<file path="config.mk">
export PLATFORM = sky130hd
export DESIGN_NAME = instruction_list_lexer
export DESIGN_NICKNAME = d
export VERILOG_FILES = /design/src/design/ill_pkg.sv /design/src/design/ill_front.sv /design/src/design/ill_queue.sv /design/src/design/ill_back.sv /design/src/design/instruction_list_lexer.sv
export SDC_FILE = /design/constraint.sdc
export NUM_CORES = 2
export LEC_CHECK = 0
export BUFFER_PORTS_ARGS = -buffer_cell sky130_fd_sc_hd__buf_2
export CORE_UTILIZATION = 30
export CTS_CLUSTER_DIAMETER = 100
export DETAILED_ROUTE_END_ITERATION = 10
export PLACE_DENSITY = 0.42
export SYNTH_ARGS = -nofsm -noshare
export SYNTH_HDL_FRONTEND = slang
export SYNTH_HIERARCHICAL = 1
export SYNTH_SLANG_ARGS = --single-unit
</file>
<file path="constraint.sdc">
create_clock -name i_clk -period 27.6 [get_ports i_clk]
set_input_delay 1.38 -clock i_clk [delete_from_list [all_inputs] [get_ports i_clk]]
set_output_delay 1.38 -clock i_clk [all_outputs]
set_load 0.01 [all_outputs]
</file>
<file path="src/design/ill_pkg.sv">
// Shared types, token codes and keyword table for the instruction list lexer.
// No dependencies.
package ill_pkg;

    localparam int KW_MAX   = 18;
    localparam int OFF_W    = 24;
    localparam int LN_W     = 16;
    localparam int KW_COUNT = 47;
    localparam int LEN_W    = 5;
    localparam int NSLOT    = 5;

    localparam logic [5:0] T_BOOLLIT = 6'd45;
    localparam logic [5:0] T_IDENT   = 6'd46;
    localparam logic [5:0] T_LABEL   = 6'd47;
    localparam logic [5:0] T_INT     = 6'd48;
    localparam logic [5:0] T_REAL    = 6'd49;
    localparam logic [5:0] T_STRING  = 6'd50;
    localparam logic [5:0] T_ASSIGN  = 6'd51;
    localparam logic [5:0] T_COLON   = 6'd52;
    localparam logic [5:0] T_SEMI    = 6'd53;
    localparam logic [5:0] T_COMMA   = 6'd54;
    localparam logic [5:0] T_LPAREN  = 6'd55;
    localparam logic [5:0] T_RPAREN  = 6'd56;
    localparam logic [5:0] T_UNKNOWN = 6'd57;
    localparam logic [5:0] T_EOF     = 6'd58;

    typedef enum logic [10:0] {
        M_IDLE     = 11'b00000000001,
        M_WORD     = 11'b00000000010,
        M_WCOLON   = 11'b00000000100,
        M_NUM      = 11'b00000001000,
        M_MINUS    = 11'b00000010000,
        M_LPAREN   = 11'b00000100000,
        M_SLASH    = 11'b00001000000,
        M_COLON    = 11'b00010000000,
        M_STRING   = 11'b00100000000,
        M_BCOMMENT = 11'b01000000000,
        M_LCOMMENT = 11'b10000000000
    } t_mode;

    typedef struct packed {
        logic [7:0] src_byte;
        logic       last_byte;
    } t_in;

    typedef struct packed {
        logic [5:0]       token_type;
        logic [OFF_W-1:0] text_start;
        logic [OFF_W-1:0] text_end;
        logic [LN_W-1:0]  start_line;
        logic [LN_W-1:0]  start_col;
        logic             bool_value;
    } t_tok;

    typedef struct packed {
        logic [5:0]       token_type;
        logic [OFF_W-1:0] text_start;
        logic [OFF_W-1:0] text_end;
        logic [LN_W-1:0]  start_line;
        logic [LN_W-1:0]  start_col;
        logic             bool_value;
        logic             last_result;
    } t_out;

    // all records one byte can cause, in emission order
    typedef struct packed {
        logic [NSLOT-1:0]       mask;
        t_tok [NSLOT-1:0]       rec;
    } t_bundle;

    typedef struct packed {
        logic [5:0] code;
        logic       bv;
    } t_kw;

    localparam logic [8*KW_MAX-1:0] KW_TXT [KW_COUNT] = '{
        "LD", "LDN", "ST", "STN", "ADD", "SUB", "MUL", "DIV", "MOD", "AND",
        "ANDN", "OR", "ORN", "XOR", "XORN", "NOT", "GT", "GE", "LT", "LE",
        "EQ", "NE", "JMP", "JMPC", "JMPCN", "CAL", "CALC", "CALCN", "RET",
        "PROGRAM", {"END_", "PROGRAM"}, "FUNCTION", {"END_", "FUNCTION"},
        {"FUNCTION", "_BLOCK"}, {"END_", "FUNCTION", "_BLOCK"}, "VAR",
        {"VAR", "_INPUT"}, {"VAR", "_OUTPUT"}, {"VAR", "_IN_OUT"},
        "END_VAR", "BOOL", "INT", "DINT", "REAL", "TIME", "TRUE", "FALSE"
    };

    localparam logic [LEN_W-1:0] KW_LEN [KW_COUNT] = '{
        5'd2, 5'd3, 5'd2, 5'd3, 5'd3, 5'd3, 5'd3, 5'd3, 5'd3, 5'd3,
        5'd4, 5'd2, 5'd3, 5'd3, 5'd4, 5'd3, 5'd2, 5'd2, 5'd2, 5'd2,
        5'd2, 5'd2, 5'd3, 5'd4, 5'd5, 5'd3, 5'd4, 5'd5, 5'd3,
        5'd7, 5'd11, 5'd8, 5'd12, 5'd14,
        5'd18, 5'd3, 5'd9, 5'd10, 5'd10,
        5'd7, 5'd4, 5'd3, 5'd4, 5'd4, 5'd4, 5'd4, 5'd5
    };

    // text is right-justified in KW_TXT; byte j of the word sits in wbuf[8*j +: 8]
    function automatic t_kw kw_lookup(input logic [8*KW_MAX-1:0] wbuf,
                                      input logic [LEN_W-1:0] len);
        t_kw  res;
        logic hit;
        logic eq;
        int   n;
        res = '{code: T_IDENT, bv: 1'b0};
        hit = 1'b0;
        for (int i = 0; i < KW_COUNT; i++) begin
            n  = int'(KW_LEN[i]);
            eq = (len == KW_LEN[i]);
            for (int j = 0; j < KW_MAX; j++) begin
                if (j < n) begin
                    eq = eq && (wbuf[8*j +: 8] == KW_TXT[i][8*(n-1-j) +: 8]);
                end
            end
            if (eq && !hit) begin
                hit      = 1'b1;
                res.code = (i >= KW_COUNT - 2) ? T_BOOLLIT : 6'(i);
                res.bv   = (i == KW_COUNT - 2);
            end
        end
        return res;
    endfunction

endpackage

</file>
<file path="src/design/ill_front.sv">
// Front end: takes one source byte a beat, runs the lexer state and builds
// the bundle of token records that byte completes. Depends on ill_pkg.
module ill_front import ill_pkg::*; (
    input  logic    i_clk,
    input  logic    i_rst_n,
    input  logic    i_valid,
    output logic    o_ready,
    input  t_in     i_in,
    output logic    o_push,
    output t_bundle o_bundle,
    input  logic    i_full
);

    t_mode             r_mode, n_mode;
    logic [OFF_W-1:0]  r_tok_off, n_tok_off, r_cur_off, n_cur_off, r_pend_off, n_pend_off;
    logic [LN_W-1:0]   r_tok_line, n_tok_line, r_tok_col, n_tok_col;
    logic [LN_W-1:0]   r_cur_line, n_cur_line, r_cur_col, n_cur_col;
    logic [LN_W-1:0]   r_pend_line, n_pend_line, r_pend_col, n_pend_col;
    logic [8*KW_MAX-1:0] r_wbuf, n_wbuf;
    logic [LEN_W-1:0]  r_wlen, n_wlen;
    logic              r_seen_dot, n_seen_dot, r_cstar, n_cstar;

    logic [7:0]        b;
    logic [OFF_W-1:0]  nxt;
    logic              redo, accept, word_ch, digit, space;
    t_kw               kw_now, kw_flush;
    t_bundle           bnd;

    function automatic t_tok mk(input logic [5:0] ty, input logic [OFF_W-1:0] s,
                                input logic [OFF_W-1:0] e, input logic [LN_W-1:0] l,
                                input logic [LN_W-1:0] c, input logic bv);
        t_tok t;
        t = '{token_type: ty, text_start: s, text_end: e, start_line: l,
              start_col: c, bool_value: bv};
        return t;
    endfunction

    assign o_ready = !i_full;
    assign accept  = i_valid && o_ready;
    assign b       = i_in.src_byte;
    assign nxt     = (&r_cur_off) ? r_cur_off : r_cur_off + 1'b1;
    assign digit   = (b >= "0") && (b <= "9");
    assign word_ch = ((b >= "A") && (b <= "Z")) || ((b >= "a") && (b <= "z"))
                     || (b == "_") || digit;
    assign space   = (b == " ") || ((b >= 8'd9) && (b <= 8'd13));
    assign kw_now  = kw_lookup(r_wbuf, r_wlen);

    always_comb begin
        n_mode = r_mode;
        n_tok_off = r_tok_off; n_tok_line = r_tok_line; n_tok_col = r_tok_col;
        n_pend_off = r_pend_off; n_pend_line = r_pend_line; n_pend_col = r_pend_col;
        n_wbuf = r_wbuf; n_wlen = r_wlen;
        n_seen_dot = r_seen_dot; n_cstar = r_cstar;
        redo = 1'b0;
        bnd  = '0;
        kw_flush = '{code: T_IDENT, bv: 1'b0};

        unique case (r_mode)
            M_IDLE: redo = 1'b1;
            M_WORD: begin
                if (word_ch) begin
                    if (r_wlen < LEN_W'(KW_MAX)) n_wbuf[8*r_wlen +: 8] = b;
                    if (r_wlen <= LEN_W'(KW_MAX)) n_wlen = r_wlen + 1'b1;
                end else if (b == ":") begin
                    n_mode = M_WCOLON;
                    n_pend_off = r_cur_off; n_pend_line = r_cur_line; n_pend_col = r_cur_col;
                end else begin
                    bnd.mask[0] = 1'b1;
                    bnd.rec[0]  = mk(kw_now.code, r_tok_off, r_cur_off, r_tok_line,
                                     r_tok_col, kw_now.bv);
                    redo = 1'b1;
                end
            end
            M_WCOLON: begin
                if (b == "=") begin
                    bnd.mask[1:0] = 2'b11;
                    bnd.rec[0] = mk(kw_now.code, r_tok_off, r_pend_off, r_tok_line,
                                    r_tok_col, kw_now.bv);
                    bnd.rec[1] = mk(T_ASSIGN, r_pend_off, nxt, r_pend_line, r_pend_col, 1'b0);
                    n_mode = M_IDLE;
                end else begin
                    bnd.mask[0] = 1'b1;
                    bnd.rec[0]  = mk(T_LABEL, r_tok_off, r_pend_off, r_tok_line,
                                     r_tok_col, 1'b0);
                    redo = 1'b1;
                end
            end
            M_NUM: begin
                if (digit) begin
                end else if (b == "." && !r_seen_dot) begin
                    n_seen_dot = 1'b1;
                end else begin
                    bnd.mask[0] = 1'b1;
                    bnd.rec[0]  = mk(r_seen_dot ? T_REAL : T_INT, r_tok_off, r_cur_off,
                                     r_tok_line, r_tok_col, 1'b0);
                    redo = 1'b1;
                end
            end
            M_MINUS, M_SLASH: begin
                if (r_mode == M_MINUS && digit) begin
                    n_mode = M_NUM; n_seen_dot = 1'b0;
                end else if (r_mode == M_SLASH && b == "/") begin
                    n_mode = M_LCOMMENT;
                end else begin
                    bnd.mask[0] = 1'b1;
                    bnd.rec[0]  = mk(T_UNKNOWN, r_tok_off, r_cur_off, r_tok_line,
                                     r_tok_col, 1'b0);
                    redo = 1'b1;
                end
            end
            M_LPAREN: begin
                if (b == "*") begin
                    n_mode = M_BCOMMENT; n_cstar = 1'b0;
                end else begin
                    bnd.mask[0] = 1'b1;
                    bnd.rec[0]  = mk(T_LPAREN, r_tok_off, r_cur_off, r_tok_line,
                                     r_tok_col, 1'b0);
                    redo = 1'b1;
                end
            end
            M_COLON: begin
                bnd.mask[0] = 1'b1;
                if (b == "=") begin
                    bnd.rec[0] = mk(T_ASSIGN, r_tok_off, nxt, r_tok_line, r_tok_col, 1'b0);
                    n_mode = M_IDLE;
                end else begin
                    bnd.rec[0] = mk(T_COLON, r_tok_off, r_cur_off, r_tok_line,
                                    r_tok_col, 1'b0);
                    redo = 1'b1;
                end
            end
            M_STRING: begin
                if (b == "'") begin
                    bnd.mask[0] = 1'b1;
                    bnd.rec[0]  = mk(T_STRING, r_tok_off, r_cur_off, r_tok_line,
                                     r_tok_col, 1'b0);
                    n_mode = M_IDLE;
                end
            end
            M_BCOMMENT: begin
                if (r_cstar && b == ")") begin
                    n_mode = M_IDLE; n_cstar = 1'b0;
                end else begin
                    n_cstar = (b == "*");
                end
            end
            M_LCOMMENT: if (b == 8'h0a) n_mode = M_IDLE;
            default: redo = 1'b1;
        endcase

        if (redo) begin
            n_mode = M_IDLE;
            if (!space) begin
                n_tok_off = r_cur_off; n_tok_line = r_cur_line; n_tok_col = r_cur_col;
                priority if (b == "(") n_mode = M_LPAREN;
                else if (b == "/") n_mode = M_SLASH;
                else if (b == "-") n_mode = M_MINUS;
                else if (b == ":") n_mode = M_COLON;
                else if (digit) begin
                    n_mode = M_NUM; n_seen_dot = 1'b0;
                end else if (b == "'") begin
                    n_mode = M_STRING; n_tok_off = nxt;
                end else if (word_ch) begin
                    n_mode = M_WORD; n_wbuf[7:0] = b; n_wlen = LEN_W'(1);
                end else begin
                    bnd.mask[2] = 1'b1;
                    bnd.rec[2]  = mk((b == ";") ? T_SEMI : (b == ",") ? T_COMMA :
                                     (b == ")") ? T_RPAREN : T_UNKNOWN,
                                     r_cur_off, nxt, r_cur_line, r_cur_col, 1'b0);
                end
            end
        end

        n_cur_off = nxt;
        if (b == 8'h0a) begin
            n_cur_line = (&r_cur_line) ? r_cur_line : r_cur_line + 1'b1;
            n_cur_col  = LN_W'(1);
        end else begin
            n_cur_line = r_cur_line;
            n_cur_col  = (&r_cur_col) ? r_cur_col : r_cur_col + 1'b1;
        end

        if (i_in.last_byte) begin
            // flush whatever is pending, then close with end of file
            kw_flush = kw_lookup(n_wbuf, n_wlen);
            bnd.mask[3] = 1'b1;
            unique case (n_mode)
                M_WORD:   bnd.rec[3] = mk(kw_flush.code, n_tok_off, nxt, n_tok_line,
                                          n_tok_col, kw_flush.bv);
                M_WCOLON: bnd.rec[3] = mk(T_LABEL, n_tok_off, n_pend_off, n_tok_line,
                                          n_tok_col, 1'b0);
                M_NUM:    bnd.rec[3] = mk(n_seen_dot ? T_REAL : T_INT, n_tok_off, nxt,
                                          n_tok_line, n_tok_col, 1'b0);
                M_MINUS, M_SLASH:
                          bnd.rec[3] = mk(T_UNKNOWN, n_tok_off, nxt, n_tok_line,
                                          n_tok_col, 1'b0);
                M_LPAREN: bnd.rec[3] = mk(T_LPAREN, n_tok_off, nxt, n_tok_line,
                                          n_tok_col, 1'b0);
                M_COLON:  bnd.rec[3] = mk(T_COLON, n_tok_off, nxt, n_tok_line,
                                          n_tok_col, 1'b0);
                M_STRING: bnd.rec[3] = mk(T_STRING, n_tok_off, nxt, n_tok_line,
                                          n_tok_col, 1'b0);
                default:  bnd.mask[3] = 1'b0;
            endcase
            bnd.mask[4] = 1'b1;
            bnd.rec[4]  = mk(T_EOF, nxt, nxt, n_cur_line, n_cur_col, 1'b0);
            n_mode = M_IDLE;
            n_tok_off = '0; n_tok_line = LN_W'(1); n_tok_col = LN_W'(1);
            n_cur_off = '0; n_cur_line = LN_W'(1); n_cur_col = LN_W'(1);
            n_wlen = '0; n_seen_dot = 1'b0; n_cstar = 1'b0;
            n_pend_off = '0; n_pend_line = '0; n_pend_col = '0;
        end
    end

    assign o_push   = accept && (|bnd.mask);
    assign o_bundle = bnd;

    always_ff @(posedge i_clk) begin
        if (!i_rst_n) begin
            r_mode <= M_IDLE;
            r_tok_off <= '0; r_tok_line <= LN_W'(1); r_tok_col <= LN_W'(1);
            r_cur_off <= '0; r_cur_line <= LN_W'(1); r_cur_col <= LN_W'(1);
            r_pend_off <= '0; r_pend_line <= '0; r_pend_col <= '0;
            r_wlen <= '0; r_seen_dot <= 1'b0; r_cstar <= 1'b0;
        end else if (accept) begin
            r_mode <= n_mode;
            r_tok_off <= n_tok_off; r_tok_line <= n_tok_line; r_tok_col <= n_tok_col;
            r_cur_off <= n_cur_off; r_cur_line <= n_cur_line; r_cur_col <= n_cur_col;
            r_pend_off <= n_pend_off; r_pend_line <= n_pend_line; r_pend_col <= n_pend_col;
            r_wlen <= n_wlen; r_seen_dot <= n_seen_dot; r_cstar <= n_cstar;
        end
    end

    always_ff @(posedge i_clk) begin
        if (accept) r_wbuf <= n_wbuf;
    end

endmodule

</file>
<file path="src/design/ill_queue.sv">
// Two-entry queue of token bundles between front and back end.
// Depends on ill_pkg.
module ill_queue import ill_pkg::*; (
    input  logic    i_clk,
    input  logic    i_rst_n,
    input  logic    i_push,
    input  t_bundle i_data,
    output logic    o_full,
    input  logic    i_pop,
    output logic    o_valid,
    output t_bundle o_data
);

    t_bundle    r_ent [2];
    logic       r_wp, r_rp;
    logic [1:0] r_cnt;

    assign o_full  = r_cnt[1];
    assign o_valid = |r_cnt;
    assign o_data  = r_ent[r_rp];

    always_ff @(posedge i_clk) begin
        if (!i_rst_n) begin
            r_wp <= 1'b0; r_rp <= 1'b0; r_cnt <= '0;
        end else begin
            if (i_push) r_wp <= !r_wp;
            if (i_pop) r_rp <= !r_rp;
            r_cnt <= r_cnt + {1'b0, i_push} - {1'b0, i_pop};
        end
    end

    always_ff @(posedge i_clk) begin
        if (i_push) r_ent[r_wp] <= i_data;
    end

endmodule

</file>
<file path="src/design/ill_back.sv">
// Back end: walks the records of one bundle and hands them out one beat at a
// time through an output register. Depends on ill_pkg.
module ill_back import ill_pkg::*; (
    input  logic    i_clk,
    input  logic    i_rst_n,
    input  logic    i_q_valid,
    input  t_bundle i_q_data,
    output logic    o_q_pop,
    output logic    o_valid,
    input  logic    i_ready,
    output t_out    o_out
);

    logic [NSLOT-1:0] r_mask, pick, rest;
    t_tok [NSLOT-1:0] r_rec;
    t_tok             sel;
    logic             r_ov, load;
    t_out             r_out;

    assign load = !r_ov || i_ready;
    assign pick = r_mask & (~r_mask + 1'b1);
    assign rest = load ? (r_mask & ~pick) : r_mask;
    assign o_q_pop = i_q_valid && (rest == '0);

    always_comb begin
        sel = r_rec[0];
        for (int k = NSLOT - 1; k >= 0; k--) begin
            if (pick[k]) sel = r_rec[k];
        end
    end

    always_ff @(posedge i_clk) begin
        if (!i_rst_n) begin
            r_ov <= 1'b0; r_mask <= '0;
        end else begin
            if (load) r_ov <= |r_mask;
            r_mask <= o_q_pop ? i_q_data.mask : rest;
        end
    end

    always_ff @(posedge i_clk) begin
        if (o_q_pop) r_rec <= i_q_data.rec;
        if (load && (|r_mask)) begin
            r_out <= '{token_type: sel.token_type, text_start: sel.text_start,
                       text_end: sel.text_end, start_line: sel.start_line,
                       start_col: sel.start_col, bool_value: sel.bool_value,
                       last_result: (r_mask & ~pick) == '0};
        end
    end

    assign o_valid = r_ov;
    assign o_out   = r_out;

endmodule

</file>
<file path="src/design/instruction_list_lexer.sv">
// Instruction list lexer: one source byte per beat in, one token record per
// beat out; built from ill_front, ill_queue and ill_back (ill_pkg types).
//
// A byte is taken every cycle as long as the two-entry bundle queue has room.
// Bytes that complete at most one token therefore stream at one byte per
// cycle while the output is ready. A byte that completes two or three tokens
// (word then := or punctuation, or the last byte with its flush and end of
// file) holds the output port until all of them are out; bytes that complete
// nothing (the rest of a word, number or comment) let the queue catch up,
// otherwise the input stalls once the queue is full. A token passes through
// the queue entry, the back end's record register and its output register.
module instruction_list_lexer import ill_pkg::*; (
    input  logic i_clk,
    input  logic i_rst_n,
    input  logic i_in_valid,
    output logic o_in_ready,
    input  t_in  i_in,
    output logic o_out_valid,
    input  logic i_out_ready,
    output t_out o_out
);

    logic    q_push, q_full, q_pop, q_valid;
    t_bundle q_in, q_out;

    ill_front u_front (
        .i_clk(i_clk), .i_rst_n(i_rst_n),
        .i_valid(i_in_valid), .o_ready(o_in_ready), .i_in(i_in),
        .o_push(q_push), .o_bundle(q_in), .i_full(q_full)
    );

    ill_queue u_queue (
        .i_clk(i_clk), .i_rst_n(i_rst_n),
        .i_push(q_push), .i_data(q_in), .o_full(q_full),
        .i_pop(q_pop), .o_valid(q_valid), .o_data(q_out)
    );

    ill_back u_back (
        .i_clk(i_clk), .i_rst_n(i_rst_n),
        .i_q_valid(q_valid), .i_q_data(q_out), .o_q_pop(q_pop),
        .o_valid(o_out_valid), .i_ready(i_out_ready), .o_out(o_out)
    );

`ifndef SYNTH
    a_no_overflow: assert property (@(posedge i_clk) disable iff (!i_rst_n)
        !(q_push && q_full)) else $error("bundle queue overflow");
    a_eof_last: assert property (@(posedge i_clk) disable iff (!i_rst_n)
        (o_out_valid && o_out.token_type == T_EOF) |-> o_out.last_result)
        else $error("end of file not last record of its beat");
    a_span: assert property (@(posedge i_clk) disable iff (!i_rst_n)
        o_out_valid |-> (o_out.text_end >= o_out.text_start))
        else $error("token text ends before it starts");
`endif

endmodule

</file>
== Word level (Yosys, flattened, before mapping) ==
Memories as Yosys holds them, arrays and structs flattened. A register that Yosys moved wholly into a read port is not among the register bits.
Cells that the tools add are included.

* $add $sub $neg: 8
* Multiply operators: 0
* Divide/modulo/power cells: 0
* $lt $le $gt $ge: 10
* Eq/ne operators: 254
* Shift operators: 2
* Multiplexer cells: 605
* Bitwise operators: 4
* Reduce and logical (&&, ||, !) cells: 648

{| class="wikitable"
|+ Operator list
! cell !! number
|-
| $mux 87 || 25
|-
| $eq 8x7->1 const B || 197
|-
| $pmux 87 s7 || 2
|-
| $mux 7 || 94
|-
| $logic_and 1x1->1 || 528
|-
| $mux 144 || 3
|-
| $mux 1 || 392
|-
| $mux 24 || 15
|-
| $mux 16 || 20
|-
| $mux 11 || 18
|-
| $mux 174 || 1
|-
| $bwmux 144 || 1
|-
| $shift 8x34->144 const A || 1
|-
| $shiftx 8x34->144 || 1
|-
| $logic_not 1->1 || 97
|-
| $eq 8x6->1 const B || 12
|-
| $mux 84 || 1
|-
| $pmux 11 s7 || 1
|-
| $mux 5 || 15
|-
| $mux 8 || 9
|-
| $eq 5x4->1 const B || 12
|-
| $neg 8->34 || 1
|-
| $add 16x1->16 const B || 2
|-
| $reduce_and 16->1 || 2
|-
| 45 further kinds || 81
|}

* Register bits after elaboration: 863
* Bits in latches: 0
* Bits in writable memories: 880
* Bits in read-only memories: 0
* Output and inout bits: 90
* Memories kept: 1

{| class="wikitable"
|+ Memory list
! memory !! words !! width !! read ports !! clocked after Yosys merged registers in !! write ports !! RTL line !! RTL
|-
| u_queue.r_ent || 2 || 440 || 1 || 1 || 1 || ill_queue.sv:14 || <nowiki>t_bundle r_ent [2];</nowiki>
|}

== Logic depth before layout (Yosys ltp) ==
* Depth in word-level cells: 208
* Depth in mapped cells: 22
* Mapped depth without buffers: 17

== Cells and area by module ==
The synthesis kept the hierarchy.

{| class="wikitable"
|+ Modules (own cells, without submodules)
! module !! instances !! cells each !! area each (um^2)
|-
| ill_queue || 1 || 1,389 || 32,128.3
|-
| ill_front || 1 || 3,699 || 26,983.4
|-
| ill_back || 1 || 999 || 19,343.6
|}

== Worst setup path after synthesis ==
Ideal clock, no wire load.

* Kind: input to register
* From: input i_in[1] in the netlist's numbering
* To: register u_queue.r_wp
* Setup time: 0.149 ns
* Arrival time: 24.417 ns
* Required time: 27.451 ns
* Path slack: 3.034 ns
* Stages: 12
* Path buffers: 3
* Cell sequence: buf_2 > or2_1 > clkbuf_1 > o311a_1 > a21oi_4 > nand2_1 > a31oi_1 > nand2_1 > clkbuf_1 > a31oi_1 > nor2b_1 > o21a_1

* Word-level cells in the longest chain between the ends: 20
* Elaborated cells on any way between the ends: 86

{| class="wikitable"
|+ RTL lines
! item !! RTL line !! RTL
|-
| start, declared || instruction_list_lexer.sv:17 || <nowiki>input t_in i_in,</nowiki>
|-
| $ge 8x7->1 or $le 8x7->1 (tied branches) || ill_front.sv:43 || <nowiki>assign word_ch = ((b >= "A") && (b <= "Z")) || ((b >= "a") && (b <= "z"))</nowiki>
|-
| $logic_and 1x1->1 || ill_front.sv:43 ||
|-
| $logic_or 1x1->1 || ill_front.sv:43 ||
|-
| $logic_or 1x1->1 (2 in series) || ill_front.sv:44 || <nowiki>|| (b == "_") || digit;</nowiki>
|-
| $mux 2 || ill_front.sv:163 || <nowiki>end else if (word_ch) begin</nowiki>
|-
| $mux 11 || ill_front.sv:161 || <nowiki>end else if (b == "'") begin</nowiki>
|-
| $mux 11 || ill_front.sv:159 || <nowiki>else if (digit) begin</nowiki>
|-
| $mux 11 || ill_front.sv:158 || <nowiki>else if (b == ":") n_mode = M_COLON;</nowiki>
|-
| [... 4 more ...] || - ||
|-
| $mux 11 || ill_front.sv:151 || <nowiki>if (redo) begin</nowiki>
|-
| $eq 11x2->1, or another cell as far along || ill_front.sv:187 || <nowiki>unique case (n_mode)</nowiki>
|-
| $reduce_or 8->1 (no source line) || - ||
|-
| $mux 1 || ill_front.sv:187 ||
|-
| $mux 2 || ill_front.sv:183 || <nowiki>if (i_in.last_byte) begin</nowiki>
|-
| $reduce_or 5->1 (*) || ill_front.sv:215 || <nowiki>assign o_push = accept && (|bnd.mask);</nowiki>
|-
| $logic_and 1x1->1 (*) || ill_front.sv:215 ||
|-
| net q_push || instruction_list_lexer.sv:23 || <nowiki>logic q_push, q_full, q_pop, q_valid;</nowiki>
|-
| end signal, assigned || ill_queue.sv:26 || <nowiki>if (i_push) r_wp <= !r_wp;</nowiki>
|-
| end, declared || ill_queue.sv:15 || <nowiki>logic r_wp, r_rp;</nowiki>
|}

Mark *: on every way through the listed nets, which the timed path passes. The rest lies on a longest branch.
A chain may end at the register's enable or synchronous reset.

== Worst setup path after layout ==
* From: input i_in[5] in the netlist's numbering
* To: memory u_queue/r_ent[0][89] in the netlist's numbering, enable pin

* Word-level cells in the longest chain between the ends: 22
* Elaborated cells on any way between the ends: 88

{| class="wikitable"
|+ RTL lines
! item !! RTL line !! RTL
|-
| $ge 8x7->1 or $le 8x7->1 (tied branches) || ill_front.sv:43 ||
|-
| $logic_and 1x1->1 || ill_front.sv:43 ||
|-
| $logic_or 1x1->1 || ill_front.sv:43 ||
|-
| $logic_or 1x1->1 (2 in series) || ill_front.sv:44 ||
|-
| $mux 2 || ill_front.sv:163 ||
|-
| $mux 11 || ill_front.sv:161 ||
|-
| $mux 11 || ill_front.sv:159 ||
|-
| $mux 11 || ill_front.sv:158 ||
|-
| [... 6 more ...] || - ||
|-
| $reduce_or 8->1 (no source line) || - ||
|-
| $mux 1 || ill_front.sv:187 ||
|-
| $mux 2 || ill_front.sv:183 ||
|-
| $reduce_or 5->1 (*) || ill_front.sv:215 ||
|-
| $logic_and 1x1->1 (*) || ill_front.sv:215 ||
|-
| net q_push || instruction_list_lexer.sv:23 ||
|-
| $mux 1 (*) || ill_queue.sv:33 || <nowiki>if (i_push) r_ent[r_wp] <= i_data;</nowiki>
|-
| $mux 1 (not written as such) (*) || ill_queue.sv:33 ||
|-
| end, declared || ill_queue.sv:14 ||
|}

Marks and branches as above.

==> metrics.sh <==
FLOW.AREA_GROWTH_FROM_SYNTHESIS_PCT=13.2
CPMOSTUSEDCELL='buf_4'
FP.DIEH_UM=513
FLIP_FLOP_AND_LATCH_COUNT_AFTER_SYNTHESIS=1744
SYNTH_TOP_CELLS_BY_AREA='edfxtp_1 59%, mux2_2 6.8%, dfxtp_1 5.0%'
SYNTH_MOST_COMMON_CELL='edfxtp_1'
WL_PER_CELL_UM=29.1
PWR_DENSITY_CELL_nW_PER_UM2=92.7
DRTANTENNAVIOLNETS=0
DIE_W_UM=513
CTS.REPAIR_TIMING.SETUP_BUFFER_COUNT=0
WORST_SETUP_HOLD_PATH_CLK_SLEW_NS=0.06
TOTAL_DIE_AREA_UM2=264000
LAYOUT_WORST_PATH_CYCLE_SHARE_PCT=27.3
DRT_FIRST_PASS_ITERS=7
COUNT_OF_FLIP_FLOPS_WITH_A_BUILT_IN_ENABLE_AFTER_SYNTHESIS=1547
REGISTER_AREA_UM2=50400
SYN_AREA_PER_CELL_UM2=12.9
CRITICAL_PATH_CLASS='input port to flop'
PERIOD_NEEDED_NS=7.52
GRT_SETUP_UNREPAIRED='false'
MAX_CLOCK_FREQ_GHz=0.133
OUTCOME='finished, final reports clean'
WORST_PIN_SLEW_NS=1.35
PLACE.GP.CONGESTION=0.958
POWER.IR.VDD_WORST_V=0.0000891
TIMING.CRITICAL_PATH.MAX_DELAY_FAMILY='buffers and inverters'
PORTION_OF_SYNTHESIZED_CELL_AREA_OCCUPIED_BY_THE_LEADING_CELL_TYPE_PCT=59.2
GRT.MET1_USAGE_PCT=28.0
SLEW_HEADROOM_PCT=9.55
GRT_PASS1_VIAS=52200
DRIVE_ABOVE_1_SHARE_PCT=18.2
ANTENNA_FOUND_INITIAL=13
SETUP.WORST_PATH.END_CLASS='flop'
CRITPATHARRIVALTIME_NS=7.96
YOSYSWARNINGCOUNT=6
START_KIND='input port'
GRTUSAGEMET2_PCT=34.2
CPMAXSTAGEDELAYCELL='buf_4'
AREA_OF_THE_MULTI_INPUT_GATES_UM2=25700
CTSLONGESTPATHBUFFERS=3
DESIGN.FINAL.NETS=6063
CRITICAL_PATH.CELL_CHAIN='buf_2 > buf_4 > nand4bb_1 > nor3_2 > buf_4 > nand2_1 > buf_4 > inv_1 > nor2_1 > a31oi_1 > nor2b_4 > buf_4 > buf_4 > buf_4 > buf_4'
GRTUSAGEMET3_PCT=2.73
SYNTH_CELL_TYPE_COUNT=106
SYN-CELL-AREA_UM2=78500
FLOORPLAN.IO_PINS=103
WORST_CLOCK_SKEW_NS=0.0907
WORST_SETUP_SLACK_AFTER_PLACEMENT_NS=19.14
YOSYSSEQAREASHARE_PCT=64.2
TOTAL_HALF_PERIMETER_WIRELENGTH_AFTER_LEGALIZATION_AND_DETAILED_PLACEMENT_UM=172000
H-TREE-DEPTH=4
LEAKAGEPOWER_nW=29.2
CTSRESIZECOUNT=0
TOTAL_CLOCK_BUFFERS_CREATED_BY_CTS=199
GRT_START_MAX_NET_PINS=158
NETLIST_TOP_CELLS_COUNT='1547 x edfxtp_1, 471 x mux2_2, 466 x nand2_1'
CRITICAL_PATH_REQUIRED_NS=28.04
DRT-TOTAL-WL_UM=280000
VIAS=52500
TRACK_USAGE_PCT=20.8
NUMBER_OF_DESIGN_RULE_VIOLATIONS_LEFT_AFTER_DETAIL_ROUTING=0
GRT_FIRST_PASS_WIRELENGTH_UM=396000
TRITONCTS='yes'
CLOCK_LATENCY_REPORTED_FOR_THE_LATE_SIDE_OF_THE_WORST_SKEW_PAIR_NS=0.86
TOP_USAGE_LAYER='met2'
STANDARD_CELL_ROWS=187
WORSTPATHBUFFERINVERTERCOUNT=9
DETAIL_ROUTE.VIAS_PER_CELL=5.46
PORT_BUFFERS=102
FLOORPLAN.CORE_AREA_UM2=260000
CLOCKROOTBUFFER='clkbuf_16'
FINAL_LAYOUT_SETUP_TOTAL_NEGATIVE_SLACK_NS=0
POSTSYNTHCELLCOUNT=6087
MAX_STAGE_DELAY_NS=0.85
NUMCLOCKSINKS=1744
SETUP_VIOLATIONS=0
COUNT_OF_ROUTING_VIOLATIONS_AFTER_THE_OPENING_DETAILED_ROUTE_ITERATION=4865
TIMING.MAX_CAP.VIOLATIONS=0
FINAL_HOLD_VIOL_COUNT=0
TIMING.HOLD.WORST.CLASS='flop to flop'
TIMING.FINAL.MAX_SLEW_VIOLATIONS=0
GRT_REMAINING_OVERFLOW=0
FLOORPLAN.INITIALDENSITY_PCT=30.2
POST-SYNTH-TOP-AREA-CELL='edfxtp_1'
TIMING.CRITICAL_PATH.FANOUT_MAX=60
FINAL_LAYOUT_FILL_CELL_COUNT=25500
POSTCTSHOLDBUFS=0
SYNTH_FLOP_CELL='edfxtp_1'
FIN_WORST_SETUP_SLACK_NS=20.08
SYNTH_ASYNC_SR_FLOP_SHARE_PCT=0
==> worst paths after layout <==
kind / from / to / slack [ns] / depth (start not counted)
min: u_queue/r_ent[1][269]$_DFFE_PP_ / u_back/r_rec[269]$_DFFE_PP_ / 0.50 / 1
min reg2reg: u_queue/r_ent[1][269]$_DFFE_PP_ / u_back/r_rec[269]$_DFFE_PP_ / 0.50 / 1
max: i_in[5] / u_queue/r_ent[0][89]$_DFFE_PP_ / 20.08 / 15
max reg2reg: u_front/r_wlen[0]$_SDFFE_PN0P_ / u_queue/r_ent[1][343]$_DFFE_PP_ / 20.54 / 17
==> placed cells by master, fill, tap and decap left out, types with 57 or more instances in the layout <==
cell type	instances
o221ai_1	57
a22oi_1	204
nor2b_1	226
edfxtp_1	1547
nor2_1	372
dfxtp_1	193
and3_1	151
a21oi_1	232
inv_1	58
and2_1	81
a221o_1	94
clkbuf_16	199
buf_2	101
nand2_1	461
nand4_1	92
nor4_1	81
o21ai_0	193
mux2_2	471
nor3_1	162
buf_4	126
nand3_1	166
==> registers in the layout, summed over array words and instances, names as in the netlist, 2 cells and up, named ones only <==
| register | cells |
|---|---|
| u_front/r_pend_col | 16 |
| u_front/r_cur_col | 16 |
| u_front/r_tok_line | 16 |
| u_queue/r_ent | 880 |
| u_front/r_wlen | 5 |
| u_back/r_mask | 5 |
| u_front/r_mode | 11 |
| u_front/r_wbuf | 144 |
| u_back/o_out | 88 |
| u_queue/r_cnt | 2 |
| u_front/r_pend_off | 24 |
| u_front/r_cur_line | 16 |
| u_front/r_pend_line | 16 |
| u_front/r_tok_col | 16 |
| u_back/r_rec | 435 |
| u_front/r_tok_off | 24 |
| u_front/r_cur_off | 24 |
==> layout make-up <==
type	instances	area share (%)
Inverter	61	0.269
Antenna cell	6	0.0169
Timing Repair Buffer	233	1.76
Multi-Input combinational cell	3801	28.9
Clock inverter	108	1.52
Clock buffer	262	6.02
Tap cell	3402	4.79
Sequential cell	1744	56.7
==> routing by layer <==
layer,wire (um),up-vias
li1,-,23300
met1,123000,26900
met2,132000,1829
met3,14400,465
met4,9720,6
met5,43,-
==> per-stage QoR <==
stage	util (%)	hold WS (ns)	cells	cell area, um^2	power, mW
CTS	34.2	0.492	9611	88800	8.37
detailed placement	31.6	0.497	9241	82100	5.65
floorplan	-	0.456	6093	78500	5.24
global placement	31.6	0.490	9241	82100	5.64
global route	34.2	0.499	9614	88800	8.59
finish	34.2	0.496	9617	88800	8.23
==> power breakdown <==
group          internal (mW)  leakage, nW  switching (mW)
sequential              3.62         16.6           0.196
clock                   1.57         3.24            1.12
combinational          0.535         9.30            1.19
==> cells by family after synthesis <==
group | after synthesis | share of synthesized area, %
buf+inv | 548 | 3.38
flops | 1744 | 64.2
compound gates | 1080 | 9.84
xor+xnor | 70 | 0.799
other cells | 1 | 0.00478
fa+ha+maj | 11 | 0.172
mux | 514 | 7.31
simple gates | 2119 | 14.3
(Power assumes the default switching activity.)
